<file path="config.mk">
export PLATFORM = sky130hd
export DESIGN_NAME = mld_lane
export DESIGN_NICKNAME = d
export VERILOG_FILES = /design/src/sv/mld_pkg.sv /design/src/sv/mld_lane.sv
export SDC_FILE = /design/constraint.sdc
export NUM_CORES = 2
export LEC_CHECK = 0
export BUFFER_PORTS_ARGS = -buffer_cell sky130_fd_sc_hd__buf_2
export CORE_AREA = 8 8 233 291
export DETAILED_ROUTE_END_ITERATION = 6
export DIE_AREA = 0 0 241 299
export MAX_ROUTING_LAYER = met4
export PLACE_DENSITY_LB_ADDON = 0.1
export SYNTH_ARGS = -nofsm -noshare
export SYNTH_HDL_FRONTEND = slang
export SYNTH_SLANG_ARGS = --single-unit
</file>
<file path="constraint.sdc">
create_clock -name clk -period 14.6 [get_ports clk]
set_clock_uncertainty 0.05 [all_clocks]
set_input_delay 2.92 -clock clk [delete_from_list [all_inputs] [get_ports clk]]
set_output_delay 2.92 -clock clk [all_outputs]
set_load 0.01 [all_outputs]
</file>
<file path="src/sv/mld_pkg.sv">
// ----------------------------------------------------------------------------
// mld_pkg: shared types and constants for the mipmap line downsampler
// Holds the sizing constants, payload structs, lane control struct and the
// filter mode and register index codes.
// ----------------------------------------------------------------------------
package mld_pkg;

    localparam int MAX_LINE     = 4096;
    localparam int CHANNEL_BITS = 16;
    localparam int WEIGHT_BITS  = 16;

    // position in a line and effective line length
    localparam int POS_W  = $clog2(MAX_LINE);
    localparam int LEN_W  = POS_W + 1;
    // three-tap weighted sum before scaling, and after scaling by the reciprocal
    localparam int SUM_W  = CHANNEL_BITS + POS_W + 2;
    localparam int PROD_W = SUM_W + WEIGHT_BITS;

    // register field widths
    localparam int LINE_LEN_BITS = 13;
    localparam int RECIP_BITS    = 16;

    // configuration port
    localparam int ADDR_W = 3;
    localparam int DATA_W = 32;

    localparam logic REG_LINE_LENGTH  = 1'b0;
    localparam logic REG_RECIP_LENGTH = 1'b1;

    localparam logic [LINE_LEN_BITS-1:0] LINE_LENGTH_RESET = LINE_LEN_BITS'(2);
    localparam logic [RECIP_BITS-1:0]    RECIP_LENGTH_RESET = '0;

    // lane filter modes
    localparam logic [1:0] MODE_PASS = 2'd0;
    localparam logic [1:0] MODE_AVG  = 2'd1;
    localparam logic [1:0] MODE_TRI  = 2'd2;
    localparam logic [1:0] MODE_NONE = 2'd3;

    typedef struct packed {
        logic [CHANNEL_BITS-1:0] chan_x;
        logic [CHANNEL_BITS-1:0] chan_y;
        logic [CHANNEL_BITS-1:0] chan_z;
    } pix_t;

    typedef struct packed {
        logic [CHANNEL_BITS-1:0] out_x;
        logic [CHANNEL_BITS-1:0] out_y;
        logic [CHANNEL_BITS-1:0] out_z;
        logic [POS_W-1:0]        out_index;
        logic                    line_done;
    } res_t;

    typedef struct packed {
        logic [1:0]       mode;
        logic             emit;
        logic             store_first;
        logic             store_middle;
        logic [POS_W-1:0] c0;
        logic [POS_W-1:0] c1;
        logic [POS_W-1:0] c2;
        logic [POS_W-1:0] index;
        logic             last;
    } lane_ctl_t;

endpackage

</file>
<file path="src/sv/mld_lane.sv">
// ----------------------------------------------------------------------------
// mld_lane: one channel of the line filter
// Holds the first and middle pixels of the current pair or triple, forms the
// pass, average or weighted sum, and scales, rounds and saturates the weighted sum.
// ----------------------------------------------------------------------------
module mld_lane
(
    input  logic                             clk,
    input  logic                             rst_n,
    input  logic                             accept,
    input  mld_pkg::lane_ctl_t               ctl,
    input  logic [mld_pkg::CHANNEL_BITS-1:0] pix_chan,
    input  logic [mld_pkg::RECIP_BITS-1:0]   recip,
    output logic [mld_pkg::CHANNEL_BITS-1:0] res_chan
);

    localparam int CB = mld_pkg::CHANNEL_BITS;
    localparam int WB = mld_pkg::WEIGHT_BITS;
    localparam logic [mld_pkg::PROD_W-1:0] HALF = mld_pkg::PROD_W'(1) << (WB - 1);
    localparam logic [mld_pkg::SUM_W-1:0]  FULL = mld_pkg::SUM_W'({CB{1'b1}});

    logic [CB-1:0]              first_reg;
    logic [CB-1:0]              middle_reg;
    logic [mld_pkg::SUM_W-1:0]  s1_val_reg;
    logic [mld_pkg::SUM_W-1:0]  s1_val_next;
    logic                       s1_tri_reg;

    logic [CB:0]                avg_sum;
    logic [mld_pkg::PROD_W-1:0] scaled;
    logic [mld_pkg::SUM_W-1:0]  quot;

    assign avg_sum = {1'b0, first_reg} + {1'b0, pix_chan} + (CB+1)'(1);

    always_comb
    begin
        case (ctl.mode)
            mld_pkg::MODE_AVG:
                s1_val_next = mld_pkg::SUM_W'(avg_sum[CB:1]);
            mld_pkg::MODE_TRI:
                s1_val_next = mld_pkg::SUM_W'(ctl.c0) * mld_pkg::SUM_W'(first_reg)
                            + mld_pkg::SUM_W'(ctl.c1) * mld_pkg::SUM_W'(middle_reg)
                            + mld_pkg::SUM_W'(ctl.c2) * mld_pkg::SUM_W'(pix_chan);
            default:
                s1_val_next = mld_pkg::SUM_W'(pix_chan);
        endcase
    end

    always_ff @(posedge clk or negedge rst_n)
    begin
        if (!rst_n)
        begin
            first_reg  <= '0;
            middle_reg <= '0;
        end
        else if (accept)
        begin
            if (ctl.store_first)
            begin
                first_reg <= pix_chan;
            end
            if (ctl.store_middle)
            begin
                middle_reg <= pix_chan;
            end
        end
    end

    // stage-1 value; advances only with an item that produces a result
    always_ff @(posedge clk)
    begin
        if (accept && ctl.emit)
        begin
            s1_val_reg <= s1_val_next;
            s1_tri_reg <= (ctl.mode == mld_pkg::MODE_TRI);
        end
    end

    // scale by the reciprocal, round half up, saturate at full scale
    assign scaled = mld_pkg::PROD_W'(s1_val_reg) * mld_pkg::PROD_W'(WB'(recip)) + HALF;
    assign quot   = scaled[mld_pkg::PROD_W-1:WB];

    always_comb
    begin
        if (!s1_tri_reg)
        begin
            res_chan = s1_val_reg[CB-1:0];
        end
        else if (quot > FULL)
        begin
            res_chan = {CB{1'b1}};
        end
        else
        begin
            res_chan = quot[CB-1:0];
        end
    end

endmodule

</file>
==> results.yml <==
sta:
  slew_headroom: 0.351
  period_share: 0.915
  period_minus_slack_ns: 13.36
  setup_viol_count_final: 0
  slew_violations: 0
  timing.setup.tns_ns: 0
  hold_viol: 0
  rsz0062_at_grt: "no"
  max_freq_mhz: 74.9
  worst_pin_slew_ns: 0.973
logic_synthesis:
  async_flop_share: 0.508
  syn_avg_cell_area_um2: 8.87
  ys_types: 78
  ys_warn_count: 0
  seq_area_frac_synth: 0.0462
  synth_flop_cell: "dfrtp_1"
  syn-num-nets: 5553
  synth_edf_count: 31
  synth-seq-cells: 63
  postSynthCellCount: 4227
  synth_area_mm2: 0.0375
clock_tree:
  cts.sinks: 63
  cts_buffers: 9
  cts-resized-gates: 0
  cts_setup_buffers: 0
  cts_tree: "done"
  h-tree-depth: 3
  cts_hold_buf: 0
  clk_latency_ns: 0.37
  cts_buffer_depth: 2
  path_clk_slew_ns: 0.06
  cts_root_buf: "clkbuf_16"
route:
  drt_iter0_drc: 1447
  wire_per_inst_um: 18.8
  vias: 27061
  drtPass1Iterations: 5
  remaining_drc_errors: 0
  drt_wl_total_mm: 94.3
  vias_per_cell: 5.41
  antenna_left: 0
cells_and_area:
  nFillCells: 5649
  nets: 5481
  drive_above_1_share: 0.0394
  areaGrowthSynthToFinish_pct: 3.23
  largest_reg_flops: 30
  mostFrequentLayoutCell: "inv_1"
  mostFrequentLayoutCells: "1,098 x inv_1, 911 x fa_1, 761 x nand2_1, 371 x and2_1, 326 x ha_1"
placement:
  io_buffers: 91
  gp_congestion: 0.891
  dp_hpwl_mm: 78.0
setup_path:
  r2r_setup_slack_ns: 6.48
  crit_path_cell_trace: "buf_2 -> nand2_1 -> fa_1 -> fa_1 -> fa_1 -> inv_1 -> fa_1 -> fa_1 -> inv_1 -> fa_1 -> inv_1 -> ha_1 -> a21oi_1 -> nand2_1 -> a221oi_1 -> nor2_1 -> nor3_1 -> a211oi_1 -> a31oi_1 -> mux2_2 -> nor4b_4 -> buf_4 -> a31oi_1 -> buf_2"
  start_kind: "input pin"
  required_ns: 11.63
  cp_top_family: "adder cells"
  r2r_start: "middle_reg[7]"
  crit_arrival_ns: 10.39
  cp_num_buf_inv: 6
  cp.depth: 24
  crit_path_end_kind: "output port"
  cpMostUsedCell: "fa_1"
  reg2regPathDepth: 26
  crit_slowest_cell: "buf_2"
  slowest_delay_ns: 0.66
  crit_fanout: 30
  critical_path_class: "input pin to output port"
  r2r_end: "s1_val_reg[27]"
grt:
  track_usage: 0.282
  grt_pass1_wl_mm: 156
  first_global_vias: 29899
  antenna_found_initial: 6
  grt_max_degree: 33
  grt_overflow: 0
floorplanning:
  die_width_um: 241
  initial_core_util: 0.596
  io_pins: 105
  core_mm2: 0.0629
  rows: 103
  dieArea_mm2: 0.0721
  die_height_um: 299
worst_hold_path:
  hp-start: "middle_reg[3]"
  hold_path_end: "middle_reg[3]"
  hold_class: "flip-flop to flip-flop"
  worstHoldPathCells: 2
run_status:
  status: "complete, no violations"
flow_run:
  cap_violations: 0
## worst reg2reg max path, cell delays in order, from the launching register on
cell and delay (ns):
dfrtp_1 0.70, nand2_1 0.17, fa_1 0.55, inv_1 0.05, fa_1 0.50, inv_1 0.06
fa_1 0.54, inv_1 0.05, fa_1 0.54, inv_1 0.07, fa_1 0.51, fa_1 0.44
fa_1 0.50, inv_1 0.05, fa_1 0.43, ha_1 0.38, a21o_1 0.14, a21o_1 0.20
nor3_1 0.09, a211oi_1 0.37, nor3_1 0.15, o41ai_1 0.35, buf_4 0.21, and3_1 0.21
a221oi_1 0.10, or3_1 0.32, a21oi_1 0.20
## cell usage after synthesis (4+ instances only)
cell type	number	area, um2
o21ai_1	8	40.0
clkbuf_1	179	672
mux2_2	16	180
o21a_1	10	75.1
or3_1	11	68.8
a21o_1	26	195
o211ai_1	7	52.6
nor2_1	69	259
nand4_1	7	43.8
o21ai_0	55	275
and3_1	8	50.1
inv_1	1098	4120
a211oi_1	11	82.6
a31oi_1	11	68.8
nor3_1	18	90.1
and2_1	371	2320
dfrtp_1	32	801
nand2_1	761	2860
xnor2_1	28	245
edfxtp_1	31	931
fa_1	911	18200
o31ai_1	4	30.0
nand2b_1	10	62.6
nand3_1	20	100
nor2b_1	8	50.1
xor2_1	23	201
ha_1	326	4080
a22oi_1	6	45.0
a221oi_1	12	105
a21oi_1	64	320
a31oi_2	10	125
## through the flow
stage / worst slack [ns] / utilization / hold slack [ns] / std cells / area [um2]
floorplan: 2.15 / - / 0.426 / 4227 / 37500
global placement: 1.29 / 0.610 / 0.744 / 4984 / 38400
detailed placement: 1.24 / 0.610 / 0.751 / 4984 / 38400
CTS: 1.24 / 0.615 / 0.761 / 5000 / 38700
global route: 0.875 / 0.615 / 0.793 / 5004 / 38700
finish: 1.24 / 0.616 / 0.752 / 5005 / 38700
## cells by family after synthesis
| group | after synthesis | synth area share |
|---|---|---|
| compound gates | 264 | 0.0480 |
| flops | 63 | 0.0462 |
| xor+xnor | 51 | 0.0119 |
| buf+inv | 1282 | 0.129 |
| fa+ha+maj | 1237 | 0.595 |
| simple gates | 1313 | 0.165 |
| mux | 17 | 0.00507 |
## final cells by class
type	count	area, um2	share of cell area
Antenna cell	5	12.5	0.000323
Clock buffer	9	225	0.00582
Clock inverter	7	103	0.00265
Inverter	1098	4120	0.106
Multi-Input combinational cell	2882	30900	0.799
Sequential cell	63	1730	0.0447
Tap cell	840	1050	0.0272
Timing Repair Buffer	101	531	0.0137
## routing by layer
layer  global-route usage  vias up  routed length [um]  part of all wire
li1                     -    12199                   -                 -
met1                0.351    13920               38800              0.41
met2                0.490      754               48300              0.51
met3               0.0228      188                4510             0.048
met4               0.0815        0                2740             0.029
met5                    -        -                   0                 0
## worst max-delay path by stage
stage	from	to	slack [ns]
after detailed placement	recip[7]	res_chan[14]	1.24
final	recip[2]	res_chan[0]	1.24
after global placement	recip[7]	res_chan[0]	1.29
after CTS	recip[7]	res_chan[14]	1.24
after floorplan	recip[1]	res_chan[10]	2.15
after global routing	recip[8]	res_chan[7]	0.87
Power is left out: the tool's default activity adds up to more than one toggle a clock period on the data nets, which glitch-free logic cannot reach.
