==> config.mk <==
export PLATFORM = sky130hd
export DESIGN_NAME = mld_ctrl
export DESIGN_NICKNAME = d
export VERILOG_FILES = /design/src/sv/mld_pkg.sv /design/src/sv/mld_ctrl.sv
export SDC_FILE = /design/constraint.sdc
export NUM_CORES = 1
export LEC_CHECK = 0
export ABC_AREA = 0
export BUFFER_PORTS_ARGS = -buffer_cell sky130_fd_sc_hd__buf_4
export CORE_MARGIN = 4
export CORE_UTILIZATION = 40
export DETAILED_ROUTE_END_ITERATION = 8
export GPL_TIMING_DRIVEN = 0
export PLACE_DENSITY = 0.67
export SYNTH_ARGS = -nofsm -noshare
export SYNTH_HDL_FRONTEND = slang
export SYNTH_SLANG_ARGS = --single-unit
==> constraint.sdc <==
create_clock -name clk -period 6 [get_ports clk]
set_input_delay 0.6 -clock clk [delete_from_list [all_inputs] [get_ports clk]]
set_output_delay 0.6 -clock clk [all_outputs]
set_load 0.01 [all_outputs]
==> src/sv/mld_pkg.sv <==
// ----------------------------------------------------------------------------
// mld_pkg: shared types and constants for the mipmap line downsampler
// Holds the sizing constants, payload structs, lane control struct and the
// filter mode and register index codes.
// ----------------------------------------------------------------------------
package mld_pkg;

    localparam int MAX_LINE     = 4096;
    localparam int CHANNEL_BITS = 16;
    localparam int WEIGHT_BITS  = 16;

    // position in a line and effective line length
    localparam int POS_W  = $clog2(MAX_LINE);
    localparam int LEN_W  = POS_W + 1;
    // three-tap weighted sum before scaling, and after scaling by the reciprocal
    localparam int SUM_W  = CHANNEL_BITS + POS_W + 2;
    localparam int PROD_W = SUM_W + WEIGHT_BITS;

    // register field widths
    localparam int LINE_LEN_BITS = 13;
    localparam int RECIP_BITS    = 16;

    // configuration port
    localparam int ADDR_W = 3;
    localparam int DATA_W = 32;

    localparam logic REG_LINE_LENGTH  = 1'b0;
    localparam logic REG_RECIP_LENGTH = 1'b1;

    localparam logic [LINE_LEN_BITS-1:0] LINE_LENGTH_RESET = LINE_LEN_BITS'(2);
    localparam logic [RECIP_BITS-1:0]    RECIP_LENGTH_RESET = '0;

    // lane filter modes
    localparam logic [1:0] MODE_PASS = 2'd0;
    localparam logic [1:0] MODE_AVG  = 2'd1;
    localparam logic [1:0] MODE_TRI  = 2'd2;
    localparam logic [1:0] MODE_NONE = 2'd3;

    typedef struct packed {
        logic [CHANNEL_BITS-1:0] chan_x;
        logic [CHANNEL_BITS-1:0] chan_y;
        logic [CHANNEL_BITS-1:0] chan_z;
    } pix_t;

    typedef struct packed {
        logic [CHANNEL_BITS-1:0] out_x;
        logic [CHANNEL_BITS-1:0] out_y;
        logic [CHANNEL_BITS-1:0] out_z;
        logic [POS_W-1:0]        out_index;
        logic                    line_done;
    } res_t;

    typedef struct packed {
        logic [1:0]       mode;
        logic             emit;
        logic             store_first;
        logic             store_middle;
        logic [POS_W-1:0] c0;
        logic [POS_W-1:0] c1;
        logic [POS_W-1:0] c2;
        logic [POS_W-1:0] index;
        logic             last;
    } lane_ctl_t;

endpackage

==> src/sv/mld_ctrl.sv <==
// ----------------------------------------------------------------------------
// mld_ctrl: line position sequencer
// Tracks the parent and reduced positions in the line and derives the
// filter mode, tap weights and hold strobes shared by all lanes.
// ----------------------------------------------------------------------------
module mld_ctrl
(
    input  logic                              clk,
    input  logic                              rst_n,
    input  logic [mld_pkg::LINE_LEN_BITS-1:0] line_length,
    input  logic                              restart,
    input  logic                              accept,
    output mld_pkg::lane_ctl_t                ctl
);

    logic [mld_pkg::POS_W-1:0] in_pos_reg;
    logic [mld_pkg::POS_W-1:0] in_pos_next;
    logic [mld_pkg::POS_W-1:0] out_pos_reg;
    logic [mld_pkg::POS_W-1:0] out_pos_next;

    logic [mld_pkg::LEN_W-1:0] len;
    logic [mld_pkg::LEN_W-1:0] len_m1;
    logic [mld_pkg::POS_W-1:0] n;
    logic [mld_pkg::POS_W-1:0] k;
    logic                      last;

    // clamp the programmed length to 1..MAX_LINE
    always_comb
    begin
        if (line_length == '0)
        begin
            len = mld_pkg::LEN_W'(1);
        end
        else if (int'(line_length) > mld_pkg::MAX_LINE)
        begin
            len = mld_pkg::LEN_W'(mld_pkg::MAX_LINE);
        end
        else
        begin
            len = mld_pkg::LEN_W'(line_length);
        end
    end

    assign len_m1 = len - mld_pkg::LEN_W'(1);
    assign last   = {1'b0, in_pos_reg} >= len_m1;
    assign n      = len[mld_pkg::LEN_W-1:1];

    always_comb
    begin
        k = mld_pkg::POS_W'(in_pos_reg[mld_pkg::POS_W-1:1]) - mld_pkg::POS_W'(1);
        if (k >= n)
        begin
            k = n - mld_pkg::POS_W'(1);
        end
    end

    always_comb
    begin
        ctl              = '0;
        ctl.c0           = n - k;
        ctl.c1           = n;
        ctl.c2           = k + mld_pkg::POS_W'(1);
        ctl.index        = out_pos_reg;
        ctl.last         = last;
        ctl.mode         = mld_pkg::MODE_NONE;
        if (len == mld_pkg::LEN_W'(1))
        begin
            ctl.mode = mld_pkg::MODE_PASS;
            ctl.emit = 1'b1;
        end
        else if (!len[0])
        begin
            if (!in_pos_reg[0])
            begin
                ctl.store_first = 1'b1;
            end
            else
            begin
                ctl.mode = mld_pkg::MODE_AVG;
                ctl.emit = 1'b1;
            end
        end
        else if (in_pos_reg[0])
        begin
            ctl.store_middle = 1'b1;
        end
        else if (in_pos_reg == '0)
        begin
            ctl.store_first = 1'b1;
        end
        else
        begin
            ctl.mode        = mld_pkg::MODE_TRI;
            ctl.emit        = 1'b1;
            ctl.store_first = 1'b1;
        end
    end

    always_comb
    begin
        in_pos_next  = in_pos_reg;
        out_pos_next = out_pos_reg;
        if (restart)
        begin
            in_pos_next  = '0;
            out_pos_next = '0;
        end
        else if (accept)
        begin
            if (last)
            begin
                in_pos_next  = '0;
                out_pos_next = '0;
            end
            else
            begin
                in_pos_next  = in_pos_reg + mld_pkg::POS_W'(1);
                out_pos_next = out_pos_reg + mld_pkg::POS_W'(ctl.emit);
            end
        end
    end

    always_ff @(posedge clk or negedge rst_n)
    begin
        if (!rst_n)
        begin
            in_pos_reg  <= '0;
            out_pos_reg <= '0;
        end
        else
        begin
            in_pos_reg  <= in_pos_next;
            out_pos_reg <= out_pos_next;
        end
    end

endmodule

==> results of run 1 <==
-- synth_stat cells (7+ instances only) --
library cell / instances / share of area [%]
inv_1: 29 / 2.9
xor2_1: 14 / 3.3
nor2_1: 55 / 5.5
a21o_1: 7 / 1.4
dfrtp_1: 24 / 16
nor2b_1: 8 / 1.3
clkbuf_1: 20 / 2.0
ha_1: 42 / 14
a31oi_1: 13 / 2.2
xnor2_1: 31 / 7.2
nand2b_1: 18 / 3.0
and3_1: 16 / 2.7
o21ai_0: 57 / 7.6
a21oi_1: 24 / 3.2
nand3_1: 11 / 1.5
nand2_1: 51 / 5.1
nor3_1: 16 / 2.1
-- cells by family after synthesis --
kind of cell | count (synthesis)
compound gates | 142
mux | 6
xor+xnor | 45
fa+ha+maj | 43
simple gates | 207
flops | 24
buf+inv | 56
-- through the flow --
| stage | worst slack, ns | hold WS, ns | instance area [µm²] | TNS, ns |
|---|---|---|---|---|
| 4_1_cts | 0.0131 | 0.223 | 4920 | 0 |
| 3_3_place_gp | -0.811 | 0.500 | 4400 | -4.11 |
| 5_1_grt | -0.134 | 0.232 | 5120 | -0.348 |
| 3_5_place_dp | -0.905 | 0.511 | 4400 | -4.73 |
| 6_report | 0.0777 | 0.215 | 5120 | 0 |
| 2_1_floorplan | 0.0203 | 0.304 | 3750 | 0 |
-- metal layers --
| metal | global-route usage (%) | up-vias | wire [µm] |
|---|---|---|---|
| li1 | - | 2069 | - |
| met1 | 25.8 | 2015 | 5240 |
| met2 | 37.8 | 164 | 5980 |
| met3 | 2.04 | 38 | 636 |
| met4 | 6.65 | 0 | 378 |
| met5 | 0 | - | 0 |
-- power groups by stage --
stage | sequential, µW | combinational, µW | clock, µW
2_1_floorplan | 170 | 311 | 0
3_3_place_gp | 170 | 471 | 0
3_5_place_dp | 170 | 482 | 0
4_1_cts | 166 | 539 | 114
5_1_grt | 167 | 616 | 123
6_report | 167 | 568 | 111
-- how the worst max path moves through the flow --
stage                               start  endpoint  cells after the start
after floorplan           line_length[12]   ctl[48]                     23
after global placement    line_length[12]   ctl[48]                     24
after detailed placement    in_pos_reg[4]   ctl[48]                     25
after CTS                   in_pos_reg[2]   ctl[48]                     24
after global routing        in_pos_reg[2]   ctl[46]                     24
final                       in_pos_reg[2]   ctl[46]                     24
-- cells in the final DEF (no fill, tap or decap), types with 14 or more instances in the layout --
cell type and count:
nand2b_1 16, buf_4 116, xnor2_1 28, a21oi_1 22, o21ai_0 57, nor2_1 52, inv_1 26, dfrtp_1 14
nand2_1 49, ha_1 39, and3_1 15
-- final cells by class --
cell class / count / area [µm²]
fillers: 854 / 4080
multi-input cells: 443 / 3260
repair buffers: 115 / 863
flip-flops and latches: 24 / 613
well taps: 111 / 139
inverters: 33 / 124
plain buffers: 15 / 63.8
clock buffers: 4 / 55.1
-- what timing repair did --
item / CTS / global route
endpoints found under the setup margin: 10 / 6
gates resized for setup: 53 / 29
pin swaps: 27 / 23
setup buffers: 37 / 10
==> summary.txt, run 1 <==
Routing
  • Drt first pass iters: 7
  • DRT iter0 DRCs: 167
  • Routed len/inst: about 16 µm
  • Via Count: 4286
  • Final ANT Viol Nets: 0
  • # DRC: 0
  • Via-to-Cell Ratio: 5.75
  • Routed wire length: 12200 µm

Yosys
  • Top FF cell, synth: dfrtp_1
  • Largest family of logic cells by synthesized area: simple AND/OR/NAND/NOR gates
  • Post-synth cell types: 58
  • Register area share after synthesis: 16.0%
  • EDFF count, synth: 0
  • Avg Cell Area, Syn: roughly 7.2 µm²
  • Adder-cell share of the synthesized area: between 10 and 15%
  • Synthesized cell area: 3750 µm²
  • Mux contribution to synthesized area: roughly 1.6%
  • Synth Instances: 523
  • Synth warnings: 0
  • Compound-Gate Fraction of Synth Area: 24.1%
  • Synthesized flop and latch total: 24
  • Synth Area in XOR/XNOR: between 10% and 20%
  • Synthesized Nets: roughly 580
  • Post-Synth Simple-Gate Area: 27.4%
  • Synth async-reset ratio: 100%

Timing
  • Setup violators final: 0
  • Max-slew violation count: 0
  • RSZ-0062 raised after global routing: true
  • Slew headroom: 54.4%
  • FMAX: about 170 MHz
  • Fin crit share: 98.7%
  • Final hold violation count: 0
  • Worst-margin pin slew: 0.666 ns
  • Fin Clk Skew: 0.00524 ns
  • Minimum clock period: 5.92 ns

Cells and area
  • Final core occ: 55.7%
  • Layout cell share with drive strength beyond 1: 29.3%
  • Diodes inserted: 0
  • Fin nets: 694
  • Layout area overhead: 36.6%
  • Cell Count, Final, Fillers Out: 745

Worst setup path
  • Reg-to-reg setup timing slack: roughly 2.7 ns
  • Top Family by Delay on Critical Path: simple AND/OR/NAND/NOR gates
  • CP peak stage delay: 0.50 ns
  • Critical-path top delay cell: or4_4
  • Crit end category: output port
  • Worst Setup Start Kind: register
  • Reg2Reg Depth: 13
  • Crit-path cells: inv_2 > ha_4 > nand2b_4 > nand2b_4 > nor3_4 > xor2_2 > ha_1 > and4_4 > a21oi_4 > o21ai_4 > or3_4 > mux2i_4 > ha_2 > inv_2 > nand2_1 > or4_4 > nand3_4 > a21boi_4 > o31ai_4 > o2111ai_2 > and2_4 > or4b_1 > nand4_1 > buf_4
  • Crit-path max FO: 4
  • RR Startpoint: in_pos_reg[10]
  • Required @ worst endpoint: roughly 5.4 ns
  • Crit path buffers/inverters: 3
  • Critical path type: register to output port
  • CP arrival: 5.32 ns
  • R2r endpoint: out_pos_reg[11]

Flow run
  • Max cap viols: 0

Power
  • Total power: 846 µW
  • Maximum VDD drop: 130 µV
  • Switch share: 42.9%
  • Static leakage: between 0.002 and 0.0025 µW
  • Power Internal: approximately 480 µW
  • Comb pwr share: 67.2%
  • Sw power: 363 µW
  • Clock power share: between 10% and 20%
  • PD cells: approximately 170 nW/µm²
  • Sequential share of power: around a fifth

Global route
  • Initial antenna violation count: 0
  • First-pass GRT wire length: 19500 µm
  • Vias in the first global route: 4156
  • Gr ovfl total: 0
  • Largest net degree at the start of global routing: 25
  • Total GRT Usage: 20.8%

Clock tree
  • CTS hold repair buffers: 0
  • CTS tree: yes
  • Clock-pin slew on the worst setup and hold paths: 0.09 ns
  • Clock root buffer: clkbuf_8
  • CTS Buf Count: 3
  • Clock Latency Late Sink: 0.27 ns
  • H-tree Lvls: 1
  • Sink Count: 24
  • Clock Path Buffers: 2

Placement
  • Placer Congestion: 0.890
  • DP Cell Count: 703
  • Port bufs: 69
  • Post-DP HPWL: 8780 µm

Worst hold path
  • Hold crit path type: primary input to asynchronous set/reset pin

Floorplan
  • Die Ht: 105 µm
  • Die width: around 100 µm
  • Site Rows: 35
  • Initial Utilization: 40.7%
  • Boundary Pins: 71
  • Die ar.: around 11000 µm²
  • CORE AREA: 9200 µm²

Run status
  • Status: finished clean
Note: power is estimated with default switching activity, not from simulation.
==> inputs of run 2 (changes only) <==
--- a/config.mk
+++ b/config.mk
@@ -11,7 +11,8 @@
 export CORE_UTILIZATION = 40
 export DETAILED_ROUTE_END_ITERATION = 8
 export GPL_TIMING_DRIVEN = 0
-export PLACE_DENSITY = 0.67
+export MAX_ROUTING_LAYER = met4
+export PLACE_DENSITY = 0.65
 export SYNTH_ARGS = -nofsm -noshare
 export SYNTH_HDL_FRONTEND = slang
 export SYNTH_SLANG_ARGS = --single-unit
==> constraint.sdc (replaced) <==
create_clock -name clk -period 6.2 [get_ports clk]
set_input_delay 0.62 -clock clk [delete_from_list [all_inputs] [get_ports clk]]
set_output_delay 0.62 -clock clk [all_outputs]
set_load 0.01 [all_outputs]
==> summary.txt, run 2 (same netlist as run 1, synthesis figures left out) <==
Timing
  • Minimum clock period: approximately 6 ns
  • Fin crit share: 97.9%
  • Slew headroom: 53.4% (was 54.4%)
  • Final hold violation count: 0 (unchanged)
  • RSZ-0062 raised after global routing: true (unchanged)
  • Max-slew violation count: 0 (unchanged)
  • FMAX: 165 MHz
  • Setup violators final: 0 (unchanged)
  • Worst-margin pin slew: 0.680 ns (was 0.666 ns)
  • Fin Clk Skew: 0.00162 ns (was 0.00524 ns)

Routing
  • Via Count: 4247 (was 4286)
  • Via-to-Cell Ratio: 5.68 (was 5.75)
  • Routed len/inst: 15.6 µm (was 16.4 µm)
  • Routed wire length: 11600 µm (was 12200 µm)
  • DRT iter0 DRCs: 212 (was 167)
  • # DRC: 0 (unchanged)
  • Drt first pass iters: 5 (was 7)
  • Final ANT Viol Nets: 0 (unchanged)

Run status
  • Status: finished clean (unchanged)

Placement
  • Placer Congestion: 0.902 (was 0.890)
  • Port bufs: 69 (unchanged)
  • DP Cell Count: 703 (unchanged)
  • Post-DP HPWL: 8710 µm (was 8780 µm)

Cells and area
  • Most frequent cells in the layout: buf_4 (116), o21ai_0 (57), nor2_1 (54), nand2_1 (50), ha_1 (41) (was buf_4 (116), o21ai_0 (57), nor2_1 (52), nand2_1 (49), ha_1 (39))
  • Final core occ: 54.8% (was 55.7%)
  • Layout area overhead: 34.4% (was 36.6%)
  • Diodes inserted: 0 (unchanged)
  • Layout cell share with drive strength beyond 1: 27.8% (was 29.3%)
  • Commonest non-fill, non-tap cell in the layout: buf_4 (unchanged)
  • Fin nets: 697 (was 694)
  • Cell Count, Final, Fillers Out: 748 (was 745)

Power
  • Static leakage: 0.00235 µW (was 0.00236 µW)
  • Sequential share of power: 19.2% (was 19.7%)
  • Clock power share: 16.4% (was 13.2%)
  • Comb pwr share: 64.3% (was 67.2%)
  • Maximum VDD drop: 118 µV (was 130 µV)
  • Power Internal: 497 µW (was 483 µW)
  • PD cells: 166 nW/µm² (was 165 nW/µm²)
  • Total power: 837 µW (was 846 µW)
  • Switch share: 40.7% (was 42.9%)
  • Sw power: 340 µW (was 363 µW)

Worst setup path
  • Worst Setup Start Kind: register (unchanged)
  • Crit end category: output port (unchanged)
  • Crit-path max FO: 6 (was 4)
  • CP arrival: 5.45 ns (was 5.32 ns)
  • Critical-path top delay cell: or4_4 (unchanged)
  • CP peak stage delay: 0.55 ns (was 0.50 ns)
  • Critical path type: register to output port (unchanged)
  • Cell repeated most along the worst path: or3_4
  • Crit-path cells: or4_4 > nor2_2 > xor2_1 > ha_1 > and4_4 > a21oi_4 > o21ai_2 > or3_4 > buf_8 > mux2i_4 > ha_2 > inv_2 > nand2_1 > or4_1 > nand3_2 > a21boi_2 > o31ai_2 > o2111ai_2 > and2_4 > or3_4 > a211oi_2 > buf_4 (was inv_2 > ha_4 > nand2b_4 > nand2b_4 > nor3_4 > xor2_2 > ha_1 > and4_4 > a21oi_4 > o21ai_4 > or3_4 > mux2i_4 > ha_2 > inv_2 > nand2_1 > or4_4 > nand3_4 > a21boi_4 > o31ai_4 > o2111ai_2 > and2_4 > or4b_1 > nand4_1 > buf_4)
  • Required @ worst endpoint: 5.58 ns (was 5.40 ns)

Global route
  • Largest net degree at the start of global routing: 25 (unchanged)
  • First-pass GRT wire length: 19200 µm (was 19500 µm)
  • Total GRT Usage: 21.0% (was 20.8%)
  • Gr ovfl total: 0 (unchanged)
  • Vias in the first global route: 4014 (was 4156)
  • Initial antenna violation count: 0 (unchanged)

Clock tree
  • CTS tree: yes (unchanged)
  • Clock root buffer: clkbuf_8 (unchanged)
  • Clock-pin slew on the worst setup and hold paths: 0.09 ns (about the same)
  • CTS Buf Count: 3 (unchanged)
  • Clock Latency Late Sink: 0.26 ns (was 0.27 ns)
  • Sink Count: 24 (unchanged)
  • H-tree Lvls: 1 (unchanged)
  • Clock Path Buffers: 2 (unchanged)
  • CTS hold repair buffers: 0 (unchanged)

Floorplan
  • CORE AREA: 9200 µm² (unchanged)
  • Die width: 105 µm (unchanged)
  • Initial Utilization: 40.7% (unchanged)
  • Die Ht: 105 µm (unchanged)
  • Site Rows: 35 (unchanged)
  • Boundary Pins: 71 (unchanged)
  • Die ar.: 11000 µm² (unchanged)

Worst hold path
  • Hold crit path type: primary input to asynchronous set/reset pin (unchanged)

Flow run
  • Max cap viols: 0 (unchanged)
==> run 2: changes by cell type in the layout (fill, tap and decap cells not counted), sizes merged <==
cell and delta:
buf +1, bufinv +1, clkbuf +1
==> run 2: area by class of cell <==
class / count / area (µm²)
flip-flops and latches: 24 / 612
clock buffers: 3 / 41.3
well taps: 111 / 139
plain buffers: 17 / 82.6
repair buffers: 116 / 875
inverters: 33 / 124
multi-input cells: 443 / 3130
fillers: 878 / 4160
clock inverters: 1 / 30.0
==> run 2: critical path, delay by kind of cell, from the launching register on <==
kind                       cells  cell delay (ns)
buffers and inverters          3             0.36
muxes                          1             0.18
and+or+nand+nor                9             2.43
DFF                            1             0.47
AOI/OAI and AO/OA              6             1.01
adders and majority gates      2             0.52
xor gates and xnor gates       1             0.21
==> run 2: final timing paths <==
path	start	depth (start not counted)	endpoint	slack, ns
worst max register to register	in_pos_reg[10]	13	out_pos_reg[11]	2.87
worst max-delay path	in_pos_reg[10]	22	ctl[48]	0.13
worst min register to register	out_pos_reg[0]	2	out_pos_reg[0]	0.54
max in group asynchronous	rst_n	1	in_pos_reg[7]	5.70
min in group clk	out_pos_reg[0]	2	out_pos_reg[0]	0.54
worst min-delay path	rst_n	1	out_pos_reg[2]	0.24
==> run 2: metrics by stage <==
stage               instance area (µm²)  hold slack [ns]  worst slack (ns)  setup TNS (ns)
floorplan                          3750            0.324             0.180               0
global placement                   4400            0.498            -0.642           -2.82
detailed placement                 4400            0.519            -0.680           -2.98
CTS                                4820            0.247           0.00501               0
global route                       5040            0.255           -0.0870          -0.185
finish                             5040            0.239             0.128               0
==> run 2: layer usage <==
layer / share of wire [%] / track usage, %
met2: 49 / 36.5
met4: 2.1 / 4.03
met5: 0 / -
met3: 6.5 / 2.29
met1: 42 / 26.5
==> run 2: power groups by stage <==
stage | registers, µW | clock network, µW | logic, µW
final | 161 | 138 | 538
after global routing | 161 | 150 | 593
after CTS | 161 | 141 | 508
after detailed placement | 165 | 0 | 467
after global placement | 165 | 0 | 457
after floorplan | 164 | 0 | 301
==> run 2: what timing repair did <==
| action | in CTS | in global routing |
|---|---|---|
| pin swaps | 13 | 16 |
| gates cloned | 0 | 0 |
| gates resized for setup | 29 | 32 |
| setup endpoints to repair | 8 | 5 |
| buffers inserted | 32 | 15 |
==> inputs of run 3 (changes only) <==
--- a/config.mk
+++ b/config.mk
@@ -5,7 +5,7 @@
 export SDC_FILE = /design/constraint.sdc
 export NUM_CORES = 1
 export LEC_CHECK = 0
-export ABC_AREA = 0
+export ABC_AREA = 1
 export BUFFER_PORTS_ARGS = -buffer_cell sky130_fd_sc_hd__buf_4
 export CORE_MARGIN = 4
 export CORE_UTILIZATION = 40
==> constraint.sdc (replaced) <==
create_clock -name clk -period 6.35 [get_ports clk]
set_input_delay 0.635 -clock clk [delete_from_list [all_inputs] [get_ports clk]]
set_output_delay 0.635 -clock clk [all_outputs]
set_load 0.01 [all_outputs]
==> summary.txt, run 3 <==
Worst setup path
  • Crit end category: output port (unchanged)
  • Cell repeated most along the worst path: nand2_1 (was or3_4)
  • CP peak stage delay: 0.48 ns (was 0.55 ns)
  • Reg-to-reg setup timing slack: 3.37 ns (was 2.87 ns)
  • Reg2Reg Depth: 18 (was 13)
  • CP arrival: 4.98 ns (was 5.45 ns)
  • Crit-path max FO: 10 (was 6)
  • Worst Setup Start Kind: register (unchanged)
  • Critical path type: register to output port (unchanged)
  • Critical-path top delay cell: dfrtp_1 (was or4_4)
  • Required @ worst endpoint: 5.71 ns (was 5.58 ns)
  • RR Startpoint: in_pos_reg[1] (was in_pos_reg[10])
  • R2r endpoint: out_pos_reg[11] (unchanged)

Global route
  • Largest net degree at the start of global routing: 25 (unchanged)
  • Initial antenna violation count: 0 (unchanged)
  • First-pass GRT wire length: 17900 µm (was 19200 µm)
  • Total GRT Usage: 19.4% (was 21.0%)
  • Vias in the first global route: 3878 (was 4014)
  • Gr ovfl total: 0 (unchanged)

Cells and area
  • Fillcell total: 944 (was 878)
  • Diodes inserted: 0 (unchanged)
  • Area occupied by multi-input gates: 2790 µm² (was 3130 µm²)
  • Fin nets: 735 (was 697)
  • Most frequent cells in the layout: nand2_1 (157), inv_1 (92), buf_4 (70), nor2_1 (55), nand3_1 (44) (was buf_4 (116), o21ai_0 (57), nor2_1 (54), nand2_1 (50), ha_1 (41))
  • Commonest non-fill, non-tap cell in the layout: nand2_1 (was buf_4)
  • Final core occ: 49.2% (was 54.8%)
  • Register Area: 601 µm² (was 612 µm²)
  • Layout area overhead: 19.3% (was 34.4%)
  • Design Area, Final: 4550 µm² (was 5040 µm²)
  • Layout cell share with drive strength beyond 1: 16.6% (was 27.8%)

Timing
  • Hold slack: 0.247 ns (was 0.239 ns)
  • Max-slew violation count: 0 (unchanged)
  • RSZ-0062 raised after global routing: false (was true)
  • FMAX: 178 MHz
  • Fin crit share: roughly nine tenths
  • Minimum clock period: 5.62 ns
  • Setup TNS: 0 ns (unchanged)
  • Setup violators final: 0 (unchanged)
  • Final hold violation count: 0 (unchanged)
  • Worst-margin pin slew: 0.522 ns (was 0.680 ns)
  • Slew headroom: 64.9% (was 53.4%)
  • Fin Clk Skew: 0.00487 ns (was 0.00162 ns)

Yosys
  • Post-synth cell types: 40 (was 58)
  • Synth Instances: 602 (was 523)
  • Area contributors post-synth: dfrtp_1 (16%), nand2_1 (15%), ha_1 (14%) (was dfrtp_1 (16%), ha_1 (14%), o21ai_0 (7.6%))
  • Area fraction of the dominant cell type after synthesis: 15.8% (was 16.0%)
  • Synth async-reset ratio: 100% (unchanged)
  • Synthesized Nets: 661 (was 582)
  • Top FF cell, synth: dfrtp_1 (unchanged)
  • Synthesized cell area: 3810 µm² (was 3750 µm²)
  • Avg Cell Area, Syn: 6.33 µm² (was 7.16 µm²)
  • Top cells by count, synth: nand2_1 (157), inv_1 (92), nor2_1 (55) (was o21ai_0 (57), nor2_1 (55), nand2_1 (51))
  • Synth warnings: 0 (unchanged)
  • Count leader, synth: nand2_1 (was o21ai_0)
  • Area leader, netlist: dfrtp_1 (unchanged)
  • Register area share after synthesis: 15.8% (was 16.0%)
  • EDFF count, synth: 0 (unchanged)
  • Synthesized flop and latch total: 24 (unchanged)

Power
  • Power Internal: 862 µW (was 497 µW)
  • Sw power: 998 µW (was 340 µW)
  • PD cells: 409 nW/µm² (was 166 nW/µm²)
  • Static leakage: 0.00246 µW (was 0.00235 µW)
  • Total power: 1860 µW (was 837 µW)
  • Maximum VDD drop: 222 µV (was 118 µV)
  • Comb pwr share: 84.5% (was 64.3%)
  • Clock power share: 5.7% (was 16.4%)
  • Sequential share of power: 9.8% (was 19.2%)
  • Switch share: 53.6% (was 40.7%)

Run status
  • Status: finished clean (unchanged)

Routing
  • DRT iter0 DRCs: 128 (was 212)
  • Drt first pass iters: 4 (was 5)
  • Final ANT Viol Nets: 0 (unchanged)
  • Routed wire length: 10800 µm (was 11600 µm)
  • Via Count: 4067 (was 4247)
  • Via-to-Cell Ratio: 5.06 (was 5.68)
  • Routed len/inst: 13.4 µm (was 15.6 µm)
  • # DRC: 0 (unchanged)

Clock tree
  • CTS Buf Count: 3 (unchanged)
  • CTS hold repair buffers: 0 (unchanged)
  • # resized after CTS: 0 (was 29)
  • CTS tree: yes (unchanged)
  • Sink Count: 24 (unchanged)
  • Clock-pin slew on the worst setup and hold paths: 0.09 ns (about the same)
  • Clock root buffer: clkbuf_8 (unchanged)
  • Clock Latency Late Sink: 0.27 ns (was 0.26 ns)
  • H-tree Lvls: 1 (unchanged)
  • Clock Path Buffers: 2 (unchanged)
  • Post-CTS setup buffer count: 0 (was 32)

Flow run
  • Max cap viols: 0 (unchanged)

Placement
  • Post-DP HPWL: 9110 µm (was 8710 µm)
  • Placed Area: 4490 µm² (was 4400 µm²)
  • Placer Congestion: 0.912 (was 0.902)
  • Port bufs: 69 (unchanged)

Floorplan
  • CORE AREA: 9240 µm² (was 9200 µm²)
  • Die ar.: 11200 µm² (was 11000 µm²)
  • Site Rows: 35 (unchanged)
  • Initial Utilization: 41.3% (was 40.7%)
  • Boundary Pins: 71 (unchanged)
  • Die width: 106 µm (was 105 µm)
  • Die Ht: 106 µm (was 105 µm)

Worst hold path
  • Hold crit path type: primary input to asynchronous set/reset pin (unchanged)
-- run 3: changes by cell type after synthesis, sizes merged, moves of 24 or more --
cell   previous run  this run
xor2             14        39
nand2            51       168
o21ai            62        22
inv              31        95
nand3            12        46
xnor2            31         7
-- run 3: worst max-delay path by stage --
stage,start,to,slack (ns)
2_1_floorplan,in_pos_reg[1],ctl[48],1.92
3_3_place_gp,line_length[8],ctl[48],1.08
3_5_place_dp,in_pos_reg[1],ctl[48],1.01
4_1_cts,in_pos_reg[1],ctl[48],0.70
5_1_grt,in_pos_reg[1],ctl[48],0.30
6_report,in_pos_reg[1],ctl[48],0.73
-- run 3: critical path, delay by kind of cell, from the launching register on --
| kind | cells | cell delay, ns |
|---|---|---|
| AOI/OAI and AO/OA | 2 | 0.51 |
| and+or+nand+nor | 15 | 1.84 |
| adders and majority gates | 3 | 0.85 |
| xor gates and xnor gates | 1 | 0.21 |
| DFF | 1 | 0.48 |
| buffers and inverters | 6 | 0.80 |
-- run 3: metal layers --
metal / vias to the layer above / share of wire, % / track usage, %
li1: 2107 / - / -
met1: 1833 / 45 / 23.8
met2: 107 / 49 / 34.3
met3: 20 / 3.8 / 1.41
met4: 0 / 2.3 / 5.64
met5: - / 0 / -
-- run 3: cell families (layout without fill, tap and decap cells) --
family,after synthesis,after routing,share of synthesized area [%]
buffers and inverters,107,180,11.1
AO/OA/AOI/OAI,83,83,14.3
XOR/XNOR,46,46,10.6
AND/OR/NAND/NOR,300,300,34.5
adder cells (fa/ha/maj),42,42,13.8
flip-flops,24,24,15.8
-- run 3: final cells by class --
cell class                      instances  area share [%]
Buffer                                 12            1.49
Clock buffer                            4            1.21
Inverter                               95            7.84
Multi-Input combinational cell        471            61.3
Sequential cell                        24            13.2
Tap cell                              129            3.55
Timing Repair Buffer                   69            11.4
-- run 3: power groups by stage --
stage / combinational (µW) / sequential [µW] / clock [µW]
6_report: 1570 / 183 / 106
3_3_place_gp: 1550 / 185 / 0
5_1_grt: 1750 / 186 / 114
3_5_place_dp: 1570 / 186 / 0
2_1_floorplan: 1020 / 183 / 0
4_1_cts: 1580 / 183 / 108
-- run 3: metrics by stage --
step,cells,worst slack [ns]
2_1_floorplan,602,1.92
3_3_place_gp,800,1.08
3_5_place_dp,800,1.01
4_1_cts,804,0.703
5_1_grt,804,0.297
6_report,804,0.733
